File: config.mk
export PLATFORM = sky130hd
export DESIGN_NAME = sacm_ram
export DESIGN_NICKNAME = d
export VERILOG_FILES = /design/src/hdl/sacm_ram.sv
export SDC_FILE = /design/constraint.sdc
export NUM_CORES = 1
export LEC_CHECK = 0
export ABC_AREA = 1
export BUFFER_PORTS_ARGS = -buffer_cell sky130_fd_sc_hd__buf_2
export CAP_MARGIN = 0
export CORE_ASPECT_RATIO = 1.4
export CORE_UTILIZATION = 60
export DETAILED_ROUTE_END_ITERATION = 10
export MAX_ROUTING_LAYER = met4
export PLACE_DENSITY = 0.78
export SLEW_MARGIN = 20
export SYNTH_ARGS = -nofsm -noshare
export SYNTH_HDL_FRONTEND = slang
export SYNTH_SLANG_ARGS = --single-unit
File: constraint.sdc
create_clock -name clk -period 2.3 [get_ports clk]
set_input_delay 0.23 -clock clk [delete_from_list [all_inputs] [get_ports clk]]
set_output_delay 0.23 -clock clk [all_outputs]
set_load 0.1 [all_outputs]
File: src/hdl/sacm_ram.sv
// Generic single-write, single-read synchronous RAM with registered read.
// No dependencies.
module sacm_ram #(
    parameter int WIDTH = 8,
    parameter int DEPTH = 16
) (
    input  logic                                   clk,
    input  logic                                   we,
    input  logic [(DEPTH > 1 ? $clog2(DEPTH) : 1)-1:0] waddr,
    input  logic [WIDTH-1:0]                       wdata,
    input  logic [(DEPTH > 1 ? $clog2(DEPTH) : 1)-1:0] raddr,
    output logic [WIDTH-1:0]                       rdata
);
    logic [WIDTH-1:0] mem [DEPTH];

    always_ff @(posedge clk)
    begin
        if (we)
        begin
            mem[waddr] <= wdata;
        end
        rdata <= mem[raddr];
    end
endmodule

# After elaboration in Yosys (flattened, before gate mapping)
# Memory sizes are Yosys's and may differ from the RTL's. A register that Yosys moved wholly into a read port is not among the register bits.
# Index checks and enable logic that the tools add are counted.
# word_totals
regBits	0
ram_bits	128
inputBits	18
out_inout_bits	8
elab_cells	3
mem_count	1
# classes
mux	2
# mem_list
memory	depth	word_bits	read_ports	rd_ports_with_merged_regs	write_ports	line	text
mem	16	8	1	1	1	14	logic [WIDTH-1:0] mem [DEPTH];
# ops
cell	count
$mux 1	2

# Depth between registers and ports, before layout
# Gate-level depths: netlist of run 1.
# logic_depth
word_depth	2
depth_mapped	8
mapped_depth_nobuf	7

# Worst setup path before layout of run 1
# Ideal clock, no wire load.
# synth_timing
path_kind	input port to flip-flop
from	input port waddr[2] in the netlist's numbering
to	memory mem[10][0], enable pin
setup_time_ps	370
arrival_ps	811
required_time_ps	1930
slack_ps	1119
stages	2
cell_sequence	nand3b_1 nor2_1
# synth_lines
item	line	text
from (decl)	9	input logic [(DEPTH > 1 ? $clog2(DEPTH) : 1)-1:0] waddr,
to (decl)	14	
# Straight into the memory's write port.

# Worst setup path after layout of run 1
# layout_timing
from	register rdata[7] (read register of mem)
to	output port rdata[7]
# layout_lines
item	line	text
from (decl)	12	output logic [WIDTH-1:0] rdata
# No word-level cell between the ends.

==> flow_metrics.env, run 1 <==
export IMPL_cp_slowest_stage_delay_ns=0.43
export IMPL_crit_buf_inv=1
export IMPL_finalNonFillerCells=700
export IMPL_htreeDepth=4
export IMPL_synth_cell_types=12
export IMPL_grt_pass1_wl_um=19980
export IMPL_start_kind="flop"
export IMPL_r2r_start="mem[2][2]"
export IMPL_post_synth_top_area_cell="edfxtp_1"
export IMPL_yosys_area_share_simple=0.2105
export IMPL_synth_compound_area_frac=0
export IMPL_synthMuxAreaShare=0
export IMPL_clock_sinks=136
export IMPL_ys_seq_area_frac=0.6943
export IMPL_die_w_um=84.86
export IMPL_path_max_fanout=1
export IMPL_p_leak_nw=2.823
export IMPL_worst_pin_slew_ns=0.7774
export IMPL_cap_violations=0
export IMPL_start_util=0.6131
export IMPL_dpl_hpwl_um=7674
export IMPL_numPortBuffers=25
export IMPL_io_pins=26
export IMPL_grt_max_degree=37
export IMPL_crit_chain="buf_2"
export IMPL_cp_depth=1
export IMPL_fin_setup_tns_ns=0
export IMPL_avgSynthCellArea_um2=10.47
export IMPL_cts_repair_resized=0
export IMPL_powerDensity_mw_per_mm2=888.6
export IMPL_synth_top_cell_area_share=0.6665
export IMPL_ys_ff_latch=136
export IMPL_placedCellCount=668
export IMPL_gp_congestion=0.8278
export IMPL_netlist_area_mm2=0.005767
export IMPL_peakVddDrop_mv=0.6671
export IMPL_rsz0062_at_grt="no"
export IMPL_ant_nets=0
export IMPL_clkTransAtPathRegs_ns=0.06
export IMPL_fin_total_pwr_w=0.005740
export IMPL_slowest_stage="buf_2"
export IMPL_cp_endpoint="rdata[7]"
export IMPL_period_share=0.6090
export IMPL_synth_top_family_by_area="simple AND/OR/NAND/NOR gates"
export IMPL_whs_ns=0.1823
export IMPL_drive_above_1_share=0.1068
export IMPL_status="finished, violations left"
export IMPL_yosys_area_share_adder=0
export IMPL_wire_per_inst_um=18.26
export IMPL_synthTopCellsByArea="edfxtp_1 67%, nand2_1 11%, nand3_1 8.4%"
export IMPL_routed_wl_um=12780
export IMPL_syn_to_final_growth_pct=12.02
export IMPL_critPathArrivalTime_ns=1.17
export IMPL_crit_path_end_kind="primary output"
export IMPL_die_h_um=118
export IMPL_die_area_mm2=0.01001
export IMPL_cts_buffers_inserted=17
export IMPL_fin_nets=595
export IMPL_startpoint="rdata[7]"
export IMPL_firstDrtPassIters=10
export IMPL_rr_endpoint="rdata[2]"
export IMPL_max_freq_mhz=714.0
export IMPL_antenna_found_initial=0
export IMPL_place_ws_ns=0.6606
export IMPL_vias=3982
export IMPL_drc=2
export IMPL_worstSkewPairLatency_ns=0.41
export IMPL_syn_num_nets=569
export IMPL_worstSetupPathType="flop to primary output"
export IMPL_track_usage=0.2871
export IMPL_avgViaCountPerCell=5.689
export IMPL_cts_root_buf="clkbuf_16"
export IMPL_synthXorXnorAreaFrac=0
export IMPL_syn_instance_count=551
export IMPL_row_count=42
export IMPL_cts_tree="done"
export IMPL_hold_class="input pin to flop"
export IMPL_fin_ws_ns=0.8994
export IMPL_cts_hold_buf=0
export IMPL_core_mm2=0.009407
export IMPL_reg2reg_setup_slack_ns=1.13
export IMPL_crit_family="buffers and inverters"
export IMPL_period_minus_slack_ns=1.401
export IMPL_skew_ns=0.009209
export IMPL_diodes=0
export IMPL_gr_total_overflow=0
export IMPL_crit_required_ns=2.07
export IMPL_ctsLongestPathBuffers=2
export IMPL_drt_iter0_drc=419
export IMPL_setup_viol=0
export IMPL_final_max_slew_viol_count=0
export IMPL_ff2ff_path_depth=6
export IMPL_cts_setup_buffers=0
export IMPL_yosys_warnings=0
export IMPL_grt_pass1_vias=3811
export IMPL_hold_viol=0
export IMPL_slew_headroom=0.4798
export IMPL_violations="DRC"
[placed cells by master, fill, tap and decap left out]
cell type   synthesis  layout
inv_2               2       2
clkinv_2            0       8
nor2_1             17      17
buf_2              13      25
clkinvlp_4          0       1
dfxtp_1             8       8
nand2_1           173     173
clkbuf_1            0       2
nand3_1            97      97
edfxtp_1          128     128
nand3b_1            2       2
inv_1             100     100
buf_4               4       6
bufinv_16           0       1
clkbuf_16           0      17
clkbuf_8            0       3
[kinds of logic (layout without fill, tap and decap cells)]
logic type / count (synthesis) / after routing
buffers and inverters: 126 / 165
DFF: 136 / 136
and+or+nand+nor: 289 / 289
[flip-flops by register name, summed over array words and instances (netlist names)]
| signal | count |
|---|---|
| rdata | 8 |
| mem | 128 |
[Yosys cell counts]
master and count:
nand2_1 173, edfxtp_1 128, inv_1 100, nand3_1 97, nor2_1 17, buf_2 13
dfxtp_1 8, buf_6 6, buf_4 4, inv_2 2, nand3b_1 2, buf_1 1
[how the worst min path moves through the flow]
| stage | from | to | slack (ns) | depth (start not counted) |
|---|---|---|---|---|
| after floorplan | wdata[0] | mem[0][0] | 0.33 | 0 |
| after global placement | raddr[3] | rdata[7] | 0.59 | 3 |
| after detailed placement | raddr[3] | rdata[3] | 0.61 | 3 |
| after CTS | raddr[3] | rdata[5] | 0.17 | 3 |
| after global routing | raddr[3] | rdata[3] | 0.16 | 3 |
| final | raddr[3] | rdata[3] | 0.18 | 3 |
[layer usage]
metal / GRT usage / part of all wire
met1: 0.3464 / 0.37
met2: 0.4466 / 0.50
met3: 0.08626 / 0.086
met4: 0.1314 / 0.042
met5: - / 0
[final cells by class]
type                    instances  area [µm²]
flip-flops and latches        136        4004
fillers                       648        2947
inverters                     102       382.9
well taps                     110       137.6
clock inverters                10       77.57
clock buffers                  22       474.2
repair buffers                 31       170.2
multi-input cells             289        1214
[through the flow]
stage | cell area [µm²] | utilization
after floorplan | 5767 | -
after global placement | 5908 | 0.6281
after detailed placement | 5908 | 0.6281
after CTS | 6460 | 0.6868
after global routing | 6460 | 0.6868
final | 6460 | 0.6868
[power by group]
group	internal [W]	switching [W]	total (W)
Clock	0.00155	0.000952	0.00251
Combinational	0.0000908	0.000356	0.000447
Sequential	0.00277	0.0000148	0.00279
Total	0.00442	0.00132	0.00574
Power figures use the tool's default switching activity.
==> inputs of run 2 (changes only) <==
- ABC_AREA: 1 -> 0
- clock period: 2.3 -> 1.4 ns (I/O delays scaled with it)
==> run 2 against run 1 <==
  * The flow now finishes without violations
  * First-iteration DRC count down 54%
  * Wire length down 23%
  * Count of clock-buffer cells in the layout is 1 higher
  * Synthesized cell count is 58% lower
  * Final cell count down 42%
  * Non-clock buffer count up 22
  * Worst hold slack lost 0.058 ns
  * Critical path type is now flop to flop
  * Highest routed layer unchanged
==> flow_metrics.env, run 2 <==
export IMPL_status="completed"
export IMPL_syn_instance_count=229
export IMPL_path_max_fanout=1
export IMPL_antenna_found_initial=0
export IMPL_diodes=0
export IMPL_largest_register_ffs=128
export IMPL_synth_top_cell_area_share=0.7467
export IMPL_yosys_cell_count_top_type="edfxtp_1"
export IMPL_drt_iter0_drc=193
export IMPL_start_kind="flop"
export IMPL_avgViaCountPerCell=6.310
export IMPL_synth_cell_types=19
export IMPL_period_minus_slack_ns=1.340
export IMPL_synth_edf_count=128
export IMPL_hp_start="wdata[1]"
export IMPL_gp_congestion=0.8098
export IMPL_synthTopCellsByArea="edfxtp_1 75%, mux4_2 7.9%, mux4_1 7.1%"
export IMPL_clock_sinks=136
export IMPL_ys_ff_latch=136
export IMPL_top_register="mem"
export IMPL_hold_viol=0
export IMPL_final_common_cell="edfxtp_1"
export IMPL_peakVddDrop_mv=1.478
export IMPL_period_share=0.9575
export IMPL_startpoint="mem[0][0]"
export IMPL_rsz0062_at_grt="no"
export IMPL_crit_path_end_kind="flop"
export IMPL_drc=0
export IMPL_grt_max_degree=33
export IMPL_firstDrtPassIters=6
export IMPL_synthArstFlopShare=0
export IMPL_worst_pin_slew_ns=0.7768
export IMPL_routed_wl_um=9819
export IMPL_ctsLongestPathBuffers=2
export IMPL_max_freq_mhz=746.0
export IMPL_grt_pass1_wl_um=14860
export IMPL_dpl_hpwl_um=6047
export IMPL_gr_total_overflow=0
export IMPL_ys_seq_area_frac=0.7778
export IMPL_syn_num_nets=247
export IMPL_skew_ns=0.005417
export IMPL_setup_viol=0
export IMPL_fin_setup_tns_ns=0
export IMPL_finalNonFillerCells=406
export IMPL_multi_input_area_mm2=0.001077
export IMPL_post_synth_top_area_cell="edfxtp_1"
export IMPL_synth_common_cells="128 x edfxtp_1, 18 x mux4_2, 16 x a22oi_1"
export IMPL_core_mm2=0.008247
export IMPL_fin_total_pwr_w=0.009669
export IMPL_grt_pass1_vias=2609
export IMPL_cts_hold_buf=0
export IMPL_cts_repair_resized=0
export IMPL_numPortBuffers=25
export IMPL_fillCellCount=439
export IMPL_fin_nets=309
export IMPL_drive_above_1_share=0.3487
export IMPL_r2r_start="mem[0][0]"
export IMPL_critPathArrivalTime_ns=1.63
export IMPL_row_count=39
export IMPL_io_pins=26
export IMPL_powerDensity_mw_per_mm2=1562
export IMPL_die_area_mm2=0.008958
export IMPL_crit_required_ns=1.69
export IMPL_p_leak_nw=2.164
export IMPL_cts_root_buf="clkbuf_16"
export IMPL_synthFlopType="edfxtp_1"
export IMPL_cts_buffers_inserted=17
export IMPL_avgSynthCellArea_um2=22.48
export IMPL_syn_to_final_growth_pct=20.25
export IMPL_cts_tree="done"
export IMPL_reg_top3="mem x128, rdata x8"
export IMPL_track_usage=0.2529
export IMPL_yosys_warnings=0
export IMPL_worstSkewPairLatency_ns=0.40
export IMPL_hold_class="input pin to flop"
export IMPL_final_util=0.7506
export IMPL_wire_per_inst_um=24.18
export IMPL_cts_setup_buffers=0
export IMPL_seqCellArea_mm2=0.004004
export IMPL_start_util=0.6242
export IMPL_ant_nets=0
export IMPL_slew_headroom=0.4802
export IMPL_worstSetupPathType="flop to flop"
export IMPL_cap_violations=0
export IMPL_final_max_slew_viol_count=0
export IMPL_placedCellCount=374
export IMPL_vias=2562
export IMPL_mostFrequentLayoutCells="128 x edfxtp_1, 25 x buf_2, 25 x buf_4"
export IMPL_clkTransAtPathRegs_ns=0.05
export IMPL_die_h_um=111.6
export IMPL_htreeDepth=4
export IMPL_die_w_um=80.28
export IMPL_netlist_area_mm2=0.005147
run 2: cell count changes in the layout (fill, tap and decap cells not counted), sizes merged, moves of 4 or more:
cell / before / now
inv: 102 / 0
mux4: 0 / 32
nor2: 17 / 13
buf: 31 / 53
nand2: 173 / 9
nand3: 97 / 1
a22oi: 0 / 16
nor3: 0 / 4
run 2: power breakdown:
group,switching [W],internal [W]
clock,0.00148,0.00297
sequential,0.0000296,0.00456
combinational,0.000438,0.000200
total,0.00194,0.00773
run 2: per-layer routing:
metal / vias up / part of all wire / GRT usage
met2: 122 / 0.52 / 0.3937
met3: 24 / 0.049 / 0.06393
met4: 0 / 0.021 / 0.09762
li1: 1101 / - / -
met5: - / 0 / -
met1: 1315 / 0.41 / 0.3223
run 2: logic make-up (layout without fill, tap and decap cells):
group | after synthesis | after routing | synth area share
AOI/OAI and AO/OA | 16 | 16 | 0.02334
buffers and inverters | 10 | 85 | 0.01677
DFF | 136 | 136 | 0.7778
muxes | 32 | 32 | 0.1502
and+or+nand+nor | 35 | 35 | 0.03184
run 2: area by class of cell:
class | instances | area share
clock buffer | 23 | 0.07884
timing repair buffer | 53 | 0.06024
tap | 102 | 0.02062
clock inverter | 9 | 0.01941
multi-input combinational | 83 | 0.1740
sequential | 136 | 0.6469
run 2: metrics by stage:
step / setup WS (ns) / instance area [µm²] / hold WS (ns)
2_1_floorplan: -0.006146 / 5152 / 0.2389
3_3_place_gp: -0.1253 / 5567 / 0.5233
3_5_place_dp: -0.1475 / 5567 / 0.5361
4_1_cts: 0.04671 / 6175 / 0.1131
5_1_grt: 0.009479 / 6190 / 0.1159
6_report: 0.05950 / 6190 / 0.1240
run 2: worst paths after layout:
check,slack [ns],cells past startpoint,endpoint
max,0.06,3,rdata[0]
min,0.12,1,mem[5][1]
max reg2reg,0.06,3,rdata[0]
min reg2reg,0.68,3,rdata[0]
run 2: worst max-delay path, stage by stage (launching register included):
cell and delay, ns:
edfxtp_1 0.39, mux4_1 0.52, a22oi_1 0.24, nand2_1 0.07
