[src/hdl/sacm_pkg.sv]
// Shared types, constants and helpers for the set-associative cache model.
// No dependencies; every other file but sacm_ram imports this package.
package sacm_pkg;

    localparam int MAX_SETS  = 256;
    localparam int MAX_WAYS  = 8;
    localparam int ADDR_BITS = 32;

    localparam int SIB_MAX = $clog2(MAX_SETS);
    localparam int SET_W   = (MAX_SETS > 1) ? $clog2(MAX_SETS) : 1;
    localparam int WAY_W   = (MAX_WAYS > 1) ? $clog2(MAX_WAYS) : 1;
    localparam int WCNT_W  = $clog2(MAX_WAYS + 1);
    localparam int TAG_W   = ADDR_BITS;
    localparam int STAMP_W = 48;
    localparam int CNT_W   = 32;
    localparam int ADD_W   = 19;
    localparam int LFSR_W  = 16;
    localparam int CFG_W   = 4;
    localparam int CIDX_W  = 3;

    localparam logic [LFSR_W-1:0] LFSR_SEED = 16'hACE1;
    localparam logic [ADD_W-1:0]  BASE_COST = 19'd100;

    // register indexes
    localparam logic [CIDX_W-1:0] CFG_SET_BITS  = 3'd0;
    localparam logic [CIDX_W-1:0] CFG_WAYS      = 3'd1;
    localparam logic [CIDX_W-1:0] CFG_BLOCK     = 3'd2;
    localparam logic [CIDX_W-1:0] CFG_WALLOC    = 3'd3;
    localparam logic [CIDX_W-1:0] CFG_WTHROUGH  = 3'd4;
    localparam logic [CIDX_W-1:0] CFG_POLICY    = 3'd5;

    localparam logic [1:0] RP_LRU    = 2'd0;
    localparam logic [1:0] RP_FIFO   = 2'd1;
    localparam logic [1:0] RP_RANDOM = 2'd2;

    typedef struct packed {
        logic [MAX_WAYS-1:0]              valid;
        logic [MAX_WAYS-1:0]              dirty;
        logic [MAX_WAYS-1:0][TAG_W-1:0]   tag;
        logic [MAX_WAYS-1:0][STAMP_W-1:0] stamp;
    } row_t;

    localparam int ROW_W = $bits(row_t);

    typedef struct packed {
        logic              start;
        logic [LFSR_W-1:0] dividend;
        logic [WCNT_W-1:0] divisor;
    } mod_req_t;

    typedef struct packed {
        logic             done;
        logic [WAY_W-1:0] rem;
    } mod_rsp_t;

    function automatic logic [LFSR_W-1:0] lfsr_next(input logic [LFSR_W-1:0] l);
        logic b;
        b = l[0] ^ l[2] ^ l[3] ^ l[5];
        return {b, l[LFSR_W-1:1]};
    endfunction

endpackage

[src/hdl/sacm_mod.sv]
// Bit-serial remainder unit: LFSR value modulo way count, one bit per cycle.
// Depends on sacm_pkg.
module sacm_mod import sacm_pkg::*; (
    input  logic     clk,
    input  logic     rst_n,
    input  mod_req_t req,
    output mod_rsp_t rsp
);
    localparam int STEP_W = $clog2(LFSR_W + 1);

    logic [LFSR_W-1:0] shift_reg;
    logic [WCNT_W-1:0] div_reg;
    logic [WCNT_W-1:0] rem_reg, rem_next;
    logic [STEP_W-1:0] step_reg;
    logic              busy_reg;
    logic              done_reg;
    logic [WCNT_W:0]   trial;

    always_comb
    begin
        trial = {rem_reg, shift_reg[LFSR_W-1]};
        if (trial >= {1'b0, div_reg})
        begin
            rem_next = WCNT_W'(trial - {1'b0, div_reg});
        end
        else
        begin
            rem_next = trial[WCNT_W-1:0];
        end
    end

    always_ff @(posedge clk or negedge rst_n)
    begin
        if (!rst_n)
        begin
            busy_reg <= 1'b0;
            done_reg <= 1'b0;
            step_reg <= '0;
        end
        else if (req.start)
        begin
            busy_reg  <= 1'b1;
            done_reg  <= 1'b0;
            step_reg  <= '0;
            shift_reg <= req.dividend;
            div_reg   <= req.divisor;
            rem_reg   <= '0;
        end
        else if (busy_reg)
        begin
            rem_reg   <= rem_next;
            shift_reg <= {shift_reg[LFSR_W-2:0], 1'b0};
            step_reg  <= STEP_W'(step_reg + 1'b1);
            if (step_reg == STEP_W'(LFSR_W - 1))
            begin
                busy_reg <= 1'b0;
                done_reg <= 1'b1;
            end
        end
    end

    assign rsp.done = done_reg;
    assign rsp.rem  = rem_reg[WAY_W-1:0];
endmodule
[config.mk]
export PLATFORM = sky130hd
export DESIGN_NAME = sacm_mod
export DESIGN_NICKNAME = d
export VERILOG_FILES = /design/src/hdl/sacm_pkg.sv /design/src/hdl/sacm_mod.sv
export SDC_FILE = /design/constraint.sdc
export NUM_CORES = 1
export LEC_CHECK = 0
export ABC_AREA = 1
export BUFFER_PORTS_ARGS = -buffer_cell sky130_fd_sc_hd__buf_4
export CAP_MARGIN = 20
export CORE_AREA = 2 2 57 59
export CTS_CLUSTER_DIAMETER = 30
export DETAILED_ROUTE_END_ITERATION = 7
export DIE_AREA = 0 0 59 61
export GPL_ROUTABILITY_DRIVEN = 0
export PLACE_DENSITY = 0.74
export SLEW_MARGIN = 20
export SYNTH_ARGS = -nofsm -noshare
export SYNTH_HDL_FRONTEND = slang
export SYNTH_SLANG_ARGS = --single-unit
[constraint.sdc]
create_clock -name clk -period 2 [get_ports clk]
set_clock_uncertainty 0.2 [all_clocks]
set_input_delay 0.4 -clock clk [delete_from_list [all_inputs] [get_ports clk]]
set_output_delay 0.4 -clock clk [all_outputs]
set_load 0.01 [all_outputs]
### Word level (Yosys, flattened, before mapping)

Index checks and enable logic that the tools add are counted.

| operators by class | value |
|---|---|
| $lt $le $gt $ge | 1 |
| mux-type cells | 12 |
| equality and inequality tests | 1 |
| add/subtract/negate cells | 2 |
| reductions and logical operators | 5 |

Operators by type and width:

| operator | count |
|---|---|
| $mux W16 | 2 |
| $mux W5 | 2 |
| $mux W4 | 2 |
| $mux W1 | 6 |
| $reduce_and A2 Y1 | 3 |
| $add A5 B1 Y5 const B | 1 |
| $eq A5 B4 Y1 const B | 1 |
| $ge A5 B4 Y1 | 1 |
| $reduce_bool A2 Y1 | 2 |
| $sub A4 B4 Y4 | 1 |

| storage, ports and cells | value |
|---|---|
| register bits after elaboration | 31 |
| input bits | 23 |

### Depth between registers and ports, before layout

Gate-level depths: netlist of run 1.

| depth | value |
|---|---|
| word-level depth | 4 |
| mapped depth | 11 |
| depth with buffers taken out | 11 |

### Least setup slack after synthesis of run 1

OpenSTA, ideal clock, no wires.

| path | value |
|---|---|
| kind | register to register |
| start | register busy_reg |
| end | register shift_reg[0] (enable) |
| setup slack | 0.175 ns |
| stages on the path, launching flop included | 3 |
| path buffers | 0 |
| clock period less this slack | 1.825 ns |
| arrival time | 1.237 ns |
| path through | dfrtp_1 -> nor2_1 -> nor2_1 |

| on the way | value |
|---|---|
| cells in the longest elaborated chain, start to end | 2 |

Ends and longest elaborated chain:

| item | RTL line | RTL |
|---|---|---|
| from (decl) | sacm_mod.sv:15 | `logic busy_reg;` |
| from (signal assigned) | sacm_mod.sv:36 | `busy_reg <= 1'b0;` |
| from (signal assigned) | sacm_mod.sv:42 | `busy_reg <= 1'b1;` |
| from (signal assigned) | sacm_mod.sv:56 | `busy_reg <= 1'b0;` |
| $reduce_bool A2 Y1 (no line) | - |  |
| $reduce_and A2 Y1 (no line) | - |  |
| to (signal assigned) | sacm_mod.sv:45 | `shift_reg <= req.dividend;` |
| to (signal assigned) | sacm_mod.sv:52 | `shift_reg <= {shift_reg[LFSR_W-2:0], 1'b0};` |
| to (decl) | sacm_mod.sv:11 | `logic [LFSR_W-1:0] shift_reg;` |

No other way between the ends.
A chain may end at the register's enable or synchronous reset.

### Final worst setup path of run 1

| path | value |
|---|---|
| start | register shift_reg[15] |
| end | register rem_reg[2] (data pin) |

| on the way | value |
|---|---|
| cells in the longest elaborated chain, start to end | 3 |

Ends and longest elaborated chain:

| item | RTL line | RTL |
|---|---|---|
| $sub A4 B4 Y4 / $ge A5 B4 Y1 (equally long branches) | sacm_mod.sv:24, sacm_mod.sv:22 |  |
| $mux W4 * | sacm_mod.sv:22 | `if (trial >= {1'b0, div_reg})` |
| $mux W4 * | sacm_mod.sv:49 | `else if (busy_reg)` |
| to (signal assigned) | sacm_mod.sv:51 | `rem_reg <= rem_next;` |
| to (decl) | sacm_mod.sv:13 | `logic [WCNT_W-1:0] rem_reg, rem_next;` |

Every way passes the cells marked *; elsewhere a longest branch is shown, timed or not.

==> metrics.yaml, run 1 <==
synth:
  synth-warning-count: 0
  synth-seq-area-share_pct: 56.6
  synth.distinct_cells: 25
  yosys_register_bits: 31
  synthCells: 168
  syn_nets: 198
  syn-mean-instance-area_um2: 9.41
  syn-cell-area_um2: 1580
timing:
  timing.hold.ws_ps: 43.9
  max_clock_freq_mhz: 528
  slew_headroom_pct: 71.4
  maxSlewViolCount: 0
  finalSetupViolCount: 0
  max_slew.worst_pin.slew_ps: 427
  finalSetupTns_ps: 0
  min_period_ps: 1900
  final_period_util_pct: 94.8
  report.final.hold_viol_count: 0
  rsz0062_at_grt: "false"
finish:
  seq_area_um2: 896
  multi_input_gate_area_in_the_final_layout_um2: 581
  nFillCells: 261
  num_antenna_cells: 0
  final_design_area_no_fill_um2: 1880
  drive_above_1_share_pct: 24.1
  largest_register_ff_count: 16
  area_growth_pct: 18.8
  finish.net_count: 228
setup_path:
  worstSetupEndpointType: "flip-flop"
  reg2reg_slack_ps: 100
  crit_start: "shift_reg[15]$_DFFE_PP_"
  critical_path_class: "flip-flop to flip-flop"
  crit_path_max_fanout: 2
  critical_path_arrival_ps: 1780
  worst_r2r_startpoint: "shift_reg[15]$_DFFE_PP_"
  worstSetupStartpointType: "flip-flop"
  cp-endpoint: "rem_reg[2]$_SDFFCE_PP0P_"
  rr_worst_depth: 8
  timing.rr.end: "rem_reg[2]$_SDFFCE_PP0P_"
  critPathRequiredTime_ps: 1880
global_route:
  grt_first_pass_wirelength_um: 4700
  grt_util_all_layers_pct: 17.8
  gr-total-overflow: 0
  initial_antenna_violation_count: 0
  groute.layer.met1.usage_pct: 19.8
  grt_start_max_net_pins: 24
  global_route.peak_usage_layer: "met2"
  met3_usage_pct: 6.82
  first_global_vias: 1125
  grtUsageMet2_pct: 31.0
floorplanning:
  core_area_um2: 2950
  effective_utilization_at_floorplan_pct: 53.6
  die_height_um: 61
  design.die.area_um2: 3600
  top_level_ports: 27
  num_rows: 20
  chipWidth_um: 59
worst_hold_path:
  hold_path_startpoint: "req[1]"
  worst_hold_path_type: "input pin to flip-flop"
clocking:
  tritoncts_sinks: 31
  htree_levels: 2
  clk_latency_ps: 320
  cts_root_buffer: "sky130_fd_sc_hd__clkbuf_4"
  cts_inserted_buffers: 5
  cts-root-to-sink-buffers: 2
  clk_pin_slew_worst_paths_ps: 90
  tritoncts: "yes"
placement:
  postPlaceCellArea_um2: 1790
  port_buffers: 26
  detailed_place_hpwl_um: 2090
status:
  run_status: "finished, final reports clean"
drt:
  drcViolationCount: 0
  dr_total_vias: 1168
  total_length_of_routed_wires_um: 2760
  detailed_routing_iteration_count_for_the_pre_antenna_repair_pass: 4
  routedWlPerCell_um: 11.9
  drt-vias-per-instance: 5.03
  post_route_ant_nets: 0
  drt_iter0_drc: 48
power:
  worst_vdd_drop_mv: 0.459
  share_clk_of_total_power_pct: 26.3
  switching_share_pct: 26.7
  p_seq_share_pct: 54.7
  power.density_cell_area_nw_per_um2: 758
  switchingPower_w: 0.000380
  intPower_w: 0.00104
  leakagePower_nw: 0.919
  combPwrFrac_pct: 19.1
job:
  cap_violations: 0
## logic make-up (layout without fill, tap and decap cells)
family / after synthesis / count (layout) / synth area share [%]
compound gates: 7 / 7 / 2.93
xor+xnor: 1 / 1 / 0.554
fa+ha+maj: 7 / 7 / 6.01
buf+inv: 27 / 58 / 7.60
flops: 31 / 31 / 56.6
simple gates: 95 / 95 / 26.3
## metrics by stage
step,std cells,setup WS [ps],utilization (%),power (W)
floorplan,168,175,-,0.000971
global placement,222,131,60.6,0.00104
detailed placement,222,88.0,60.6,0.00106
CTS,231,59.1,62.9,0.00143
global route,232,20.6,63.6,0.00151
finish,232,104,63.6,0.00142
## synthesized netlist by cell type, drive strengths merged
library cell	count	share of area, %
a31oi	1	0.40
nor3	3	0.95
ha	6	4.7
xnor2	1	0.55
inv	18	4.3
nand3	11	3.5
nor2	7	2.8
o21ai	2	0.63
a22o	1	0.55
buf	7	2.8
dfrtp	7	11
fa	1	1.3
o31ai	1	0.47
clkinv	2	0.47
nand2	74	19
a21oi	2	0.87
edfxtp	24	46
## worst max-delay path: stages, from the launching register on
cell and delay, ps:
sky130_fd_sc_hd__edfxtp_1 390, sky130_fd_sc_hd__inv_2 70, sky130_fd_sc_hd__ha_2 190, sky130_fd_sc_hd__inv_1 70, sky130_fd_sc_hd__fa_1 390, sky130_fd_sc_hd__xnor2_1 160
sky130_fd_sc_hd__nand2_1 70, sky130_fd_sc_hd__nand3_1 70, sky130_fd_sc_hd__nand2_1 50
## power by group through the flow
stage / Combinational (W) / Sequential [W] / Clock, W
4_1_cts: 0.000266 / 0.000778 / 0.000385
6_report: 0.000271 / 0.000779 / 0.000374
3_3_place_gp: 0.000251 / 0.000790 / 0
3_5_place_dp: 0.000264 / 0.000792 / 0
5_1_grt: 0.000308 / 0.000783 / 0.000415
2_1_floorplan: 0.000186 / 0.000785 / 0
## what timing repair did
action | in CTS | in global routing
setup buffers | 0 | 1
hold buffers | 1 | 0
gates resized for setup | 0 | 3
endpoints found under the setup margin | 0 | 1
hold endpoints to repair | 7 | 0
## per-layer routing
metal | part of all wire [%] | routed length, um
met3 | 4.1 | 113
met4 | 1.5 | 42
met5 | 0 | 0
met1 | 41 | 1150
met2 | 53 | 1460
## worst min path at each step
stage,end,slack [ps],cells after the start
2_1_floorplan,busy_reg$_DFF_PN0_,-100,0
3_3_place_gp,done_reg$_DFFE_PN0P_,40,1
3_5_place_dp,done_reg$_DFFE_PN0P_,50,1
4_1_cts,div_reg[0]$_DFFE_PP_,30,1
5_1_grt,div_reg[2]$_DFFE_PP_,20,1
6_report,div_reg[1]$_DFFE_PP_,40,1
## area by class of cell
cell class	instances	area share, %
Inverter	20	3.99
Sequential cell	31	47.7
Multi-Input combinational cell	110	30.9
Tap cell	33	2.20
Timing Repair Buffer	30	12.1
Clock inverter	1	0.200
Clock buffer	7	2.93
## cell usage in the layout (no fill, tap or decap), types with 2 or more instances in the layout
cell,instances
sky130_fd_sc_hd__nand2_1,69
sky130_fd_sc_hd__buf_4,29
sky130_fd_sc_hd__edfxtp_1,24
sky130_fd_sc_hd__inv_1,15
sky130_fd_sc_hd__nand3_1,11
sky130_fd_sc_hd__dfrtp_1,7
sky130_fd_sc_hd__nor2_1,5
sky130_fd_sc_hd__clkbuf_4,5
sky130_fd_sc_hd__ha_1,4
sky130_fd_sc_hd__inv_2,3
sky130_fd_sc_hd__clkinv_1,3
sky130_fd_sc_hd__nand2_2,3
sky130_fd_sc_hd__nor3_1,3
sky130_fd_sc_hd__nand2_4,2
Power figures use the tool's default switching activity.
==> run 2: changes to the inputs <==
CORE_AREA = 2 2 56 58   (was 2 2 57 59)
CTS_BUF_LIST = sky130_fd_sc_hd__clkbuf_4 sky130_fd_sc_hd__clkbuf_8   (was default)
DIE_AREA = 0 0 58 60   (was 0 0 59 61)
PLACE_DENSITY = 0.77   (was 0.74)
==> metrics.yaml, run 2 (synthesis gave the netlist of run 1 again) <==
drt:
  detailed_routing_iteration_count_for_the_pre_antenna_repair_pass: 4  # unchanged
  drt_iter0_drc: 19  # -60%
  post_route_ant_nets: 0  # unchanged
  total_length_of_routed_wires_um: 2870  # +3.8%
  drcViolationCount: 0  # unchanged
  drt-vias-per-instance: 5.09  # +1.0%
  dr_total_vias: 1170  # +0.17%
  routedWlPerCell_um: 12.5  # +4.7%
clocking:
  cts_setup_buffers: 0  # unchanged
  cts_root_buffer: "sky130_fd_sc_hd__clkbuf_4"
  cts_inserted_buffers: 5  # unchanged
  cts-root-to-sink-buffers: 2  # unchanged
  cts_repair_resize_count: 0  # unchanged
  htree_levels: 2  # unchanged
  clk_latency_ps: 320  # about the same
  tritoncts_sinks: 31  # unchanged
  tritoncts: "yes"
  clk_pin_slew_worst_paths_ps: 100  # about the same
global_route:
  grt_util_all_layers_pct: 19.2  # +1.5 points
  first_global_vias: 1172  # +4.2%
  grt_first_pass_wirelength_um: 4870  # +3.7%
  gr-total-overflow: 0  # unchanged
  initial_antenna_violation_count: 0  # unchanged
  grt_start_max_net_pins: 24  # unchanged
power:
  worst_vdd_drop_mv: 0.502  # +9.4%
  power.density_cell_area_nw_per_um2: 741  # -2.2%
  leakagePower_nw: 0.913  # -0.65%
floorplanning:
  chipWidth_um: 58  # -1.7%
  num_rows: 20  # unchanged
  core_area_um2: 2900  # -1.7%
  design.die.area_um2: 3480  # -3.3%
  top_level_ports: 27  # unchanged
  die_height_um: 60  # -1.6%
  effective_utilization_at_floorplan_pct: 54.5  # +0.92 points
timing:
  final_period_util_pct: 92.5  # -2.3 points
  rsz0062_at_grt: "false"
  slew_headroom_pct: 81.4  # +10 points
  report.final.hold_viol_count: 0  # unchanged
  max_clock_freq_mhz: 541  # +2.5%
  finalSetupTns_ps: 0  # unchanged
  finalSetupViolCount: 0  # unchanged
  maxSlewViolCount: 0  # unchanged
  max_slew.worst_pin.slew_ps: 279  # -148 ps
  min_period_ps: 1850  # -45.6 ps
placement:
  dp.cells: 222  # unchanged
  port_buffers: 26  # unchanged
  detailed_place_hpwl_um: 2070  # -1.3%
finish:
  area_growth_pct: 16.6
  largest_register_ff_count: 16  # unchanged
  final-instance-count-excl-fill: 230  # -0.86%
  final_util_pct: 63.5  # -0.11 points
  layout_commonest_cell: "sky130_fd_sc_hd__nand2_1"
  drive_above_1_share_pct: 22.3  # -1.8 points
  finish.net_count: 227  # -0.44%
  mostFrequentLayoutCells: "sky130_fd_sc_hd__nand2_1, sky130_fd_sc_hd__buf_4, sky130_fd_sc_hd__edfxtp_1, sky130_fd_sc_hd__inv_1, sky130_fd_sc_hd__nand3_1"
  nFillCells: 258  # -1.1%
  num_antenna_cells: 0  # unchanged
setup_path:
  critical_path_class: "flip-flop to flip-flop"
  critPathRequiredTime_ps: 1890  # about the same
  worstSetupStartpointType: "flip-flop"
  crit_path_max_fanout: 5  # +3
  critical_path_arrival_ps: 1740  # -40 ps
  worstSetupEndpointType: "flip-flop"
job:
  cap_violations: 0  # unchanged
status:
  run_status: "finished, final reports clean"
worst_hold_path:
  worst_hold_path_type: "input pin to flip-flop"
## run 2: cell count changes in the layout (fill, tap and decap cells not counted)
| cell | delta |
|---|---|
| sky130_fd_sc_hd__inv_2 | -1 |
| sky130_fd_sc_hd__clkbuf_8 | -1 |
| sky130_fd_sc_hd__inv_1 | +1 |
| sky130_fd_sc_hd__ha_4 | -1 |
| sky130_fd_sc_hd__clkinv_2 | +1 |
| sky130_fd_sc_hd__buf_4 | -1 |
| sky130_fd_sc_hd__ha_1 | +2 |
| sky130_fd_sc_hd__clkbuf_1 | -1 |
| sky130_fd_sc_hd__ha_2 | -1 |
## run 2: worst paths after layout
path	cells after the start	endpoint	slack, ps	from
setup / recovery	9	rem_reg[1]$_SDFFCE_PP0P_	150	rem_reg[0]$_SDFFCE_PP0P_
hold / removal	1	div_reg[2]$_DFFE_PP_	50	req[2]
setup reg to reg	9	rem_reg[1]$_SDFFCE_PP0P_	150	rem_reg[0]$_SDFFCE_PP0P_
hold reg to reg	2	step_reg[4]$_DFFE_PN0N_	300	step_reg[4]$_DFFE_PN0N_
max in group asynchronous	2	step_reg[2]$_DFFE_PN0N_	1180	rst_n
min in group asynchronous	2	step_reg[4]$_DFFE_PN0N_	260	rst_n
## run 2: where the power goes
| part | leakage (nW) | internal [W] | switching [W] |
|---|---|---|---|
| clock | 0.0285 | 0.000124 | 0.000202 |
| sequential | 0.328 | 0.000750 | 0.0000280 |
| combinational | 0.556 | 0.000116 | 0.000146 |
## run 2: stage by stage
step	setup slack [ps]	hold slack (ps)	cell area (um^2)	total power [W]
after detailed placement	133	50.5	1790	0.00105
final	150	49.0	1840	0.00137
after floorplan	175	-95.6	1580	0.000971
after global routing	17.3	22.7	1840	0.00145
after CTS	124	36.7	1840	0.00138
after global placement	185	49.8	1790	0.00104
## run 2: cell type report
cell class / instances / area (um^2) / area share (%)
Clock buffer: 5 / 37.5 / 2.04
Clock inverter: 2 / 8.76 / 0.475
Inverter: 20 / 75.1 / 4.07
Multi-Input combinational cell: 110 / 566 / 30.7
Sequential cell: 31 / 896 / 48.6
Tap cell: 33 / 41.3 / 2.24
Timing Repair Buffer: 29 / 220 / 11.9
## run 2: worst max-delay path, cell delays in order (launching register included)
cell                       delay [ps]
sky130_fd_sc_hd__edfxtp_1         500
sky130_fd_sc_hd__ha_1             370
sky130_fd_sc_hd__nand2_1           70
sky130_fd_sc_hd__clkinv_1          70
sky130_fd_sc_hd__nand2_2           60
sky130_fd_sc_hd__nand2_2           60
sky130_fd_sc_hd__nand2_4           90
sky130_fd_sc_hd__nand3_1           70
sky130_fd_sc_hd__nand3_1           90
sky130_fd_sc_hd__nand2_1           50
## run 2: metal layers
| metal | vias to the layer above | track usage, % | routed length, um |
|---|---|---|---|
| met4 | 0 | 9.97 | 48 |
| met2 | 39 | 32.8 | 1500 |
| met3 | 4 | 6.49 | 143 |
| met5 | - | 0 | 0 |
| li1 | 592 | - | - |
| met1 | 535 | 21.3 | 1180 |
## run 2: repair_timing
action	in CTS	in global routing
endpoints found under the setup margin	0	1
hold buffers	1	0
hold endpoints to repair	7	0
